[config.mk]
export PLATFORM = sky130hd
export DESIGN_NAME = printable_string_extractor_top
export DESIGN_NICKNAME = d
export VERILOG_FILES = /design/src/sv/pse_pkg.sv /design/src/sv/pse_ctrl.sv /design/src/sv/pse_datapath.sv /design/src/sv/printable_string_extractor_top.sv
export SDC_FILE = /design/constraint.sdc
export NUM_CORES = 1
export LEC_CHECK = 0
export BUFFER_PORTS_ARGS = -buffer_cell sky130_fd_sc_hd__clkbuf_2
export CAP_MARGIN = 40
export CORE_MARGIN = 1.5
export CORE_UTILIZATION = 54
export DETAILED_ROUTE_END_ITERATION = 8
export GPL_TIMING_DRIVEN = 0
export HOLD_SLACK_MARGIN = 0.03
export PLACE_DENSITY = 0.8
export SYNTH_ARGS = -nofsm -noshare
export SYNTH_HDL_FRONTEND = slang
export SYNTH_HIERARCHICAL = 1
export SYNTH_SLANG_ARGS = --single-unit
[constraint.sdc]
create_clock -name clk -period 10 [get_ports clk]
set_input_delay 0.5 -clock clk [delete_from_list [all_inputs] [get_ports clk]]
set_output_delay 0.5 -clock clk [all_outputs]
set_load 0.05 [all_outputs]
[src/sv/pse_pkg.sv]
package pse_pkg;

  // Printable character range and line end characters
  localparam logic [7:0] PRINT_LO = 8'h20;
  localparam logic [7:0] PRINT_HI = 8'h7E;
  localparam logic [7:0] CH_CR    = 8'd13;
  localparam logic [7:0] CH_LF    = 8'd10;

  // Width of the threshold register
  localparam int unsigned MIN_LEN_W = 6;

  // Source select for the output register
  localparam logic [1:0] OSEL_MEM = 2'd0;
  localparam logic [1:0] OSEL_CR  = 2'd1;
  localparam logic [1:0] OSEL_LF  = 2'd2;

  // Commands from the controller to the datapath
  typedef struct packed {
    logic       store_wr;  // write the input byte at the fill position
    logic       pend_wr;   // write the latched byte at entry zero
    logic       clr;       // close the run and empty the buffer
    logic       latch_in;  // capture the input byte and final flag
    logic       idx_clr;   // restart the read-out index
    logic       idx_inc;   // step the read-out index
    logic       rd_en;     // read the buffer at the read-out index
    logic       out_load;  // load the output register
    logic [1:0] out_sel;   // what the output register is loaded with
    logic       out_last;  // last result of this input byte
  } pse_cmd_t;

  // Status from the datapath to the controller
  typedef struct packed {
    logic printable;  // input byte is printable
    logic in_fin;     // input byte marks the end of the dump
    logic full;       // buffer holds a whole chunk
    logic in_run;     // a run is open
    logic tail_long;  // held count exceeds the threshold
    logic last_idx;   // read-out index is at the last held byte
    logic out_free;   // output register can take a result this cycle
    logic pend_fin;   // latched byte marked the end of the dump
  } pse_sts_t;

endpackage

[src/sv/pse_ctrl.sv]
module pse_ctrl
  import pse_pkg::*;
(
  input  logic     clk,
  input  logic     rst_n,
  input  logic     in_valid,
  output logic     in_ready,
  input  pse_sts_t sts,
  output pse_cmd_t cmd
);

  // Sequencer states
  localparam logic [2:0] S_IDLE = 3'd0;
  localparam logic [2:0] S_READ = 3'd1;
  localparam logic [2:0] S_LOAD = 3'd2;
  localparam logic [2:0] S_CR   = 3'd3;
  localparam logic [2:0] S_LF   = 3'd4;

  logic [2:0] state_r;
  logic [2:0] state_nxt;
  logic       chunk_r;   // flush of a full chunk, no line end
  logic       chunk_nxt;

  // State and mode registers
  always_ff @(posedge clk) begin
    if (!rst_n) begin
      state_r <= S_IDLE;
      chunk_r <= 1'b0;
    end else begin
      state_r <= state_nxt;
      chunk_r <= chunk_nxt;
    end
  end

  // Next state and command decode
  always_comb begin
    state_nxt = state_r;
    chunk_nxt = chunk_r;
    in_ready  = 1'b0;
    cmd       = '0;
    case (state_r)
      S_IDLE: begin
        in_ready = 1'b1;
        if (in_valid) begin
          if (sts.printable) begin
            if (sts.full) begin
              // Buffer full: flush it, keep this byte for the new chunk
              cmd.latch_in = 1'b1;
              cmd.idx_clr  = 1'b1;
              chunk_nxt    = 1'b1;
              state_nxt    = S_READ;
            end else begin
              cmd.store_wr = 1'b1;
              cmd.clr      = sts.in_fin;
            end
          end else if (sts.in_run) begin
            if (sts.tail_long) begin
              cmd.latch_in = 1'b1;
              cmd.idx_clr  = 1'b1;
              chunk_nxt    = 1'b0;
              state_nxt    = S_READ;
            end else begin
              cmd.clr = 1'b1;
            end
          end else begin
            cmd.clr = sts.in_fin;
          end
        end
      end
      S_READ: begin
        cmd.rd_en = 1'b1;
        state_nxt = S_LOAD;
      end
      S_LOAD: begin
        if (sts.out_free) begin
          cmd.out_load = 1'b1;
          cmd.out_sel  = OSEL_MEM;
          cmd.out_last = sts.last_idx & chunk_r;
          cmd.idx_inc  = 1'b1;
          if (sts.last_idx) begin
            if (chunk_r) begin
              // Start the new chunk with the byte that found the buffer full
              cmd.pend_wr = 1'b1;
              cmd.clr     = sts.pend_fin;
              state_nxt   = S_IDLE;
            end else begin
              state_nxt = S_CR;
            end
          end else begin
            state_nxt = S_READ;
          end
        end
      end
      S_CR: begin
        if (sts.out_free) begin
          cmd.out_load = 1'b1;
          cmd.out_sel  = OSEL_CR;
          state_nxt    = S_LF;
        end
      end
      S_LF: begin
        if (sts.out_free) begin
          cmd.out_load = 1'b1;
          cmd.out_sel  = OSEL_LF;
          cmd.out_last = 1'b1;
          cmd.clr      = 1'b1;
          state_nxt    = S_IDLE;
        end
      end
      default: begin
        state_nxt = S_IDLE;
      end
    endcase
  end

endmodule

[src/sv/pse_datapath.sv]
module pse_datapath
  import pse_pkg::*;
#(
  parameter int unsigned CHUNK_LEN = 49
) (
  input  logic                 clk,
  input  logic                 rst_n,
  input  logic [7:0]           in_data,
  input  logic                 in_fin,
  input  logic [MIN_LEN_W-1:0] min_len,
  input  pse_cmd_t             cmd,
  output pse_sts_t             sts,
  output logic                 out_valid,
  input  logic                 out_ready,
  output logic [7:0]           out_data,
  output logic                 out_last
);

  localparam int unsigned AW   = (CHUNK_LEN > 1) ? $clog2(CHUNK_LEN) : 1;
  localparam int unsigned CW   = $clog2(CHUNK_LEN + 1);
  localparam int unsigned CMPW = (CW > MIN_LEN_W) ? CW : MIN_LEN_W;

  logic [7:0]    buf_mem [CHUNK_LEN];
  logic [7:0]    rd_data_r;
  logic [CW-1:0] held_cnt_r;
  logic          in_run_r;
  logic [AW-1:0] rd_idx_r;
  logic [7:0]    pend_byte_r;
  logic          pend_fin_r;
  logic          out_valid_r;
  logic [7:0]    out_data_r;
  logic          out_last_r;
  logic          mem_we;
  logic [AW-1:0] mem_waddr;
  logic [7:0]    mem_wdata;
  logic [7:0]    out_data_nxt;

  // Buffer write port: fill position, or entry zero for a held-over byte
  assign mem_we    = cmd.store_wr | cmd.pend_wr;
  assign mem_waddr = cmd.store_wr ? held_cnt_r[AW-1:0] : '0;
  assign mem_wdata = cmd.store_wr ? in_data : pend_byte_r;

  // Buffer memory with registered read
  always_ff @(posedge clk) begin
    if (mem_we) begin
      buf_mem[mem_waddr] <= mem_wdata;
    end
    if (cmd.rd_en) begin
      rd_data_r <= buf_mem[rd_idx_r];
    end
  end

  // Held count and run flag
  always_ff @(posedge clk) begin
    if (!rst_n) begin
      held_cnt_r <= '0;
      in_run_r   <= 1'b0;
    end else if (cmd.clr) begin
      held_cnt_r <= '0;
      in_run_r   <= 1'b0;
    end else if (cmd.store_wr) begin
      held_cnt_r <= held_cnt_r + CW'(1);
      in_run_r   <= 1'b1;
    end else if (cmd.pend_wr) begin
      held_cnt_r <= CW'(1);
      in_run_r   <= 1'b1;
    end
  end

  // Read-out index
  always_ff @(posedge clk) begin
    if (!rst_n) begin
      rd_idx_r <= '0;
    end else if (cmd.idx_clr) begin
      rd_idx_r <= '0;
    end else if (cmd.idx_inc) begin
      rd_idx_r <= rd_idx_r + AW'(1);
    end
  end

  // Latched input byte kept across a flush
  always_ff @(posedge clk) begin
    if (cmd.latch_in) begin
      pend_byte_r <= in_data;
      pend_fin_r  <= in_fin;
    end
  end

  // Output source select
  always_comb begin
    case (cmd.out_sel)
      OSEL_MEM: out_data_nxt = rd_data_r;
      OSEL_CR:  out_data_nxt = CH_CR;
      OSEL_LF:  out_data_nxt = CH_LF;
      default:  out_data_nxt = rd_data_r;
    endcase
  end

  // Output register, freed by a transfer
  always_ff @(posedge clk) begin
    if (!rst_n) begin
      out_valid_r <= 1'b0;
    end else if (cmd.out_load) begin
      out_valid_r <= 1'b1;
    end else if (out_ready) begin
      out_valid_r <= 1'b0;
    end
  end

  always_ff @(posedge clk) begin
    if (cmd.out_load) begin
      out_data_r <= out_data_nxt;
      out_last_r <= cmd.out_last;
    end
  end

  assign out_valid = out_valid_r;
  assign out_data  = out_data_r;
  assign out_last  = out_last_r;

  // Status towards the controller
  assign sts.printable = (in_data >= PRINT_LO) && (in_data <= PRINT_HI);
  assign sts.in_fin    = in_fin;
  assign sts.full      = (held_cnt_r == CW'(CHUNK_LEN));
  assign sts.in_run    = in_run_r;
  assign sts.tail_long = (CMPW'(held_cnt_r) > CMPW'(min_len));
  assign sts.last_idx  = (CW'(rd_idx_r) == (held_cnt_r - CW'(1)));
  assign sts.out_free  = ~out_valid_r | out_ready;
  assign sts.pend_fin  = pend_fin_r;

endmodule

[src/sv/printable_string_extractor_top.sv]
// Channel  Direction  tdata          tuser / tlast
// in_      slave      data_byte[7:0] tlast = final_byte
// out_     master     out_char[7:0]  tlast = last_of_burst
// cfg_     APB slave  register 0 at byte address 0: min_len_exclusive[5:0]
//
// A byte that flushes held bytes is taken first; each held byte then passes the read
// and load states in turn, and CR and LF follow at the end of a run; the
// single registered read port of the chunk buffer sets this.
// Reset clears the held count and run flag and sets the threshold to 10; the
// buffer contents are not cleared. A stalled output holds the sequencer in place.
module printable_string_extractor_top
  import pse_pkg::*;
#(
  parameter int unsigned CHUNK_LEN = 49
) (
  input  logic        clk,
  input  logic        rst_n,
  input  logic        in_tvalid,
  output logic        in_tready,
  input  logic [7:0]  in_tdata,   // [7:0] data_byte
  input  logic        in_tlast,
  output logic        out_tvalid,
  input  logic        out_tready,
  output logic [7:0]  out_tdata,  // [7:0] out_char
  output logic        out_tlast,
  input  logic        cfg_psel,
  input  logic        cfg_penable,
  input  logic        cfg_pwrite,
  input  logic [2:0]  cfg_paddr,
  input  logic [31:0] cfg_pwdata,
  output logic [31:0] cfg_prdata,
  output logic        cfg_pready
);

  localparam logic [MIN_LEN_W-1:0] MIN_LEN_RST = MIN_LEN_W'(10);

  logic [MIN_LEN_W-1:0] min_len_r;
  logic                 cfg_wr;
  pse_cmd_t             cmd;
  pse_sts_t             sts;

  // Configuration register
  assign cfg_pready = 1'b1;
  assign cfg_wr     = cfg_psel & cfg_penable & cfg_pwrite & cfg_pready & ~cfg_paddr[2];

  always_ff @(posedge clk) begin
    if (!rst_n) begin
      min_len_r <= MIN_LEN_RST;
    end else if (cfg_wr) begin
      min_len_r <= cfg_pwdata[MIN_LEN_W-1:0];
    end
  end

  assign cfg_prdata = cfg_paddr[2] ? 32'd0 : {{(32 - MIN_LEN_W){1'b0}}, min_len_r};

  // Sequencer
  pse_ctrl u_ctrl (
    .clk      (clk),
    .rst_n    (rst_n),
    .in_valid (in_tvalid),
    .in_ready (in_tready),
    .sts      (sts),
    .cmd      (cmd)
  );

  // Chunk buffer, counters and output register
  pse_datapath #(
    .CHUNK_LEN (CHUNK_LEN)
  ) u_datapath (
    .clk       (clk),
    .rst_n     (rst_n),
    .in_data   (in_tdata),
    .in_fin    (in_tlast),
    .min_len   (min_len_r),
    .cmd       (cmd),
    .sts       (sts),
    .out_valid (out_tvalid),
    .out_ready (out_tready),
    .out_data  (out_tdata),
    .out_last  (out_tlast)
  );

endmodule
==> flow_metrics.tcl <==
set metrics [dict create \
    status "complete, no violations" \
    worstMarginPinSlew_ns 0.964 \
    cts_buffers 43 \
    skew_ns 0.0235 \
    ys_ff_latch 442 \
    clock_latency_ns 0.54 \
    netSwitchingPower_w 0.000806 \
    die_x_um 186 \
    synth_edf_count 418 \
    path_cells "buf_6 -> clkbuf_1 -> buf_1 -> xnor2_1 -> nand3_1 -> nor3_1 -> nand2_1 -> nor4_2 -> inv_1 -> mux2_2 -> nor2_1" \
    antenna_cells 0 \
    ys.flop_type "edfxtp_1" \
    cp-end-kind "register" \
    fin_nets 1205 \
    ys_types 61 \
    routedWlPerCell_um 23.8 \
    fin_setup_tns_ns 0 \
    intPower_w 0.00304 \
    cts_tree "done" \
    p_comb_share_pct 6.5 \
    ant_nets 0 \
    layout_commonest_cell "edfxtp_1" \
    drtIter0Drc 1326 \
    final_cell_mix "edfxtp_1 (418), nor2_1 (76), mux4_2 (75), clkbuf_16 (45)" \
    synthTopCellsByArea "edfxtp_1 (69%), mux4_2 (9.3%), dfxtp_1 (2.7%)" \
    worst-path-max-fanout 10 \
    slowest_stage "nor2_1" \
    grt_pass1_wl_um 57800 \
    finalHoldViolations 0 \
    clk_path_buf_depth 3 \
    fp.dieH_um 186 \
    cpPeakStageDelay_ns 0.68 \
    drv_cap 0 \
    ys_async_sr_fraction_pct 0 \
    seqPwrFrac_pct 52.9 \
    cts.reportedPaths.clkPinSlew_ns 0.06 \
    port_buffers 39 \
    slew_viol_final 0 \
    clock_sinks 442 \
    syn_area_um2 18100 \
    hold_path_class "in -> reg" \
    cts_setup_buffers 0 \
    leakage_nw 6.63 \
    placeableCoreArea_um2 32800 \
    routed_wl_um 38500 \
    cp_data_arrival_time_ns 4.99 \
    timing.fmax_ghz 0.207 \
    slew_headroom_pct 35.7 \
    drive_gt1_share_pct 22.8 \
    cp.required_ns 10.15 \
    finalSetupViolCount 0 \
    cts_hold_buf 0 \
    ys_seq_area_share_pct 71.9 \
    drt-pass1-iter-count 6 \
    drc 0 \
    drt-vias-per-instance 6.09 \
    p_per_area_nw_per_um2 188 \
    grt_pass1_vias 9667 \
    vias 9853 \
    ir_worst_vdd_uv 141 \
    rsz0062_at_grt "false" \
    fin_ws_ns 5.17 \
    crit_family "simple AND/OR/NAND/NOR gates" \
    dp_slack_ns 5.31 \
    overflow 0 \
    die_area_um2 34700 \
    antenna_found_initial 0 \
    syn2layout_area_growth_pct 13.3 \
    synthCells 1020 \
    critPathBufInv 4 \
    yosysTopAreaCell "edfxtp_1" \
    cts_resized 0 \
    ioPinCount 95 \
    grt_max_degree 50 \
    criticalPathCategory "reg -> reg" \
    start_kind "register" \
    gp_congestion 0.854 \
    cts_root_buf "clkbuf_16" \
    dp_hpwl_um 25000 \
    globalRouteTotalUtil_pct 22.9 \
    synth_top_area_share_pct 69.3 \
    cts-htree-levels 2 \
    min_period_ns 4.83 \
    yosys_warnings 6 \
    finalCritPeriodShare_pct 48.3 \
    rows 66 \
    switching_share_pct 20.9 \
    pwr-share-clk_pct 40.7 \
    syn_avg_cell_area_um2 17.8 \
    start_util_pct 55.3 \
]
[power by group through the flow]
stage / sequential, W / clock (W) / combinational [W]
after floorplan: 0.00208 / 0 / 0.000173
after global placement: 0.00208 / 0 / 0.000232
after detailed placement: 0.00208 / 0 / 0.000244
after CTS: 0.00204 / 0.00158 / 0.000244
after global routing: 0.00204 / 0.00165 / 0.000265
final: 0.00204 / 0.00157 / 0.000248
[layout make-up]
class | count | area (um2)
multi-input combinational | 501 | 4520
fill | 2180 | 12300
inverter | 15 | 56.3
sequential | 442 | 13000
timing repair buffer | 52 | 397
buffer | 87 | 599
clock buffer | 58 | 1190
clock inverter | 21 | 170
tap | 442 | 553
[cell families (layout without fill, tap and decap cells)]
kind of cell | Yosys count | in the layout | synth area share [%]
AO/OA/AOI/OAI | 121 | 121 | 4.55
XOR/XNOR | 13 | 13 | 0.629
adder cells (fa/ha/maj) | 12 | 12 | 0.829
buffers and inverters | 102 | 233 | 3.62
flip-flops | 442 | 442 | 71.9
multiplexers | 128 | 128 | 12.9
other | 2 | 27 | 0.0415
AND/OR/NAND/NOR | 200 | 200 | 5.53
[synthesized netlist by cell type, types with 6 or more instances]
cell type / count
edfxtp_1: 418
nor2_1: 76
mux4_2: 75
a21oi_1: 40
buf_4: 38
mux2i_1: 37
nand2_1: 34
dfxtp_1: 24
clkbuf_1: 23
nand3_1: 19
a22oi_1: 17
inv_1: 15
ha_1: 12
nor2b_1: 12
nor3_1: 11
a31oi_1: 10
buf_6: 10
mux2_2: 10
nand2b_1: 10
o22ai_1: 9
a22o_1: 8
buf_2: 8
nand4_1: 8
o21ai_0: 8
o221ai_1: 8
xnor2_1: 7
and2_1: 6
and2b_2: 6
mux4_1: 6
xor2_1: 6
[routing by layer]
layer / wire length, um / track usage (%) / part of all wire [%]
met3: 3730 / 3.39 / 9.7
met4: 1290 / 7.84 / 3.3
met5: 0 / 0 / 0
met2: 18600 / 37.2 / 48
met1: 14900 / 32.3 / 39
[final timing paths]
path / startpoint / end / slack [ns] / cells past startpoint
worst max-delay path: u_datapath/rd_idx_r[2]$_SDFFE_PP0P_ / u_datapath/buf_mem[8][7]$_DFFE_PP_ / 5.17 / 11
worst min-delay path: in_tlast / u_datapath/pend_fin_r$_DFFE_PP_ / 0.17 / 1
worst max register to register: u_datapath/rd_idx_r[2]$_SDFFE_PP0P_ / u_datapath/buf_mem[8][7]$_DFFE_PP_ / 5.17 / 11
worst min register to register: min_len_r[5]$_SDFFE_PN0P_ / min_len_r[5]$_SDFFE_PN0P_ / 0.47 / 2
[flip-flops by register name (all words and copies together) (netlist names)]
signal and cells:
u_datapath/rd_data_r 8, u_datapath/buf_mem 392, u_datapath/pend_fin_r 1, u_datapath/out_last 1, u_datapath/out_valid 1, u_datapath/out_data 8
u_datapath/pend_byte_r 8, min_len_r 6, u_datapath/in_run_r 1, u_ctrl/chunk_r 1, u_ctrl/state_r 3, u_datapath/rd_idx_r 6
u_datapath/held_cnt_r 6
[per-stage QoR]
stage / hold WS, ns / cell area [um2] / utilization, % / total power [W] / std cells
floorplan: 0.444 / 18200 / - / 0.00226 / 1045
global placement: 0.455 / 19000 / 57.8 / 0.00231 / 1526
detailed placement: 0.464 / 19100 / 58.2 / 0.00232 / 1534
CTS: 0.164 / 20400 / 62.4 / 0.00386 / 1613
global route: 0.181 / 20500 / 62.6 / 0.00395 / 1618
finish: 0.174 / 20500 / 62.6 / 0.00385 / 1618
Note: power is estimated with default switching activity, not from simulation.
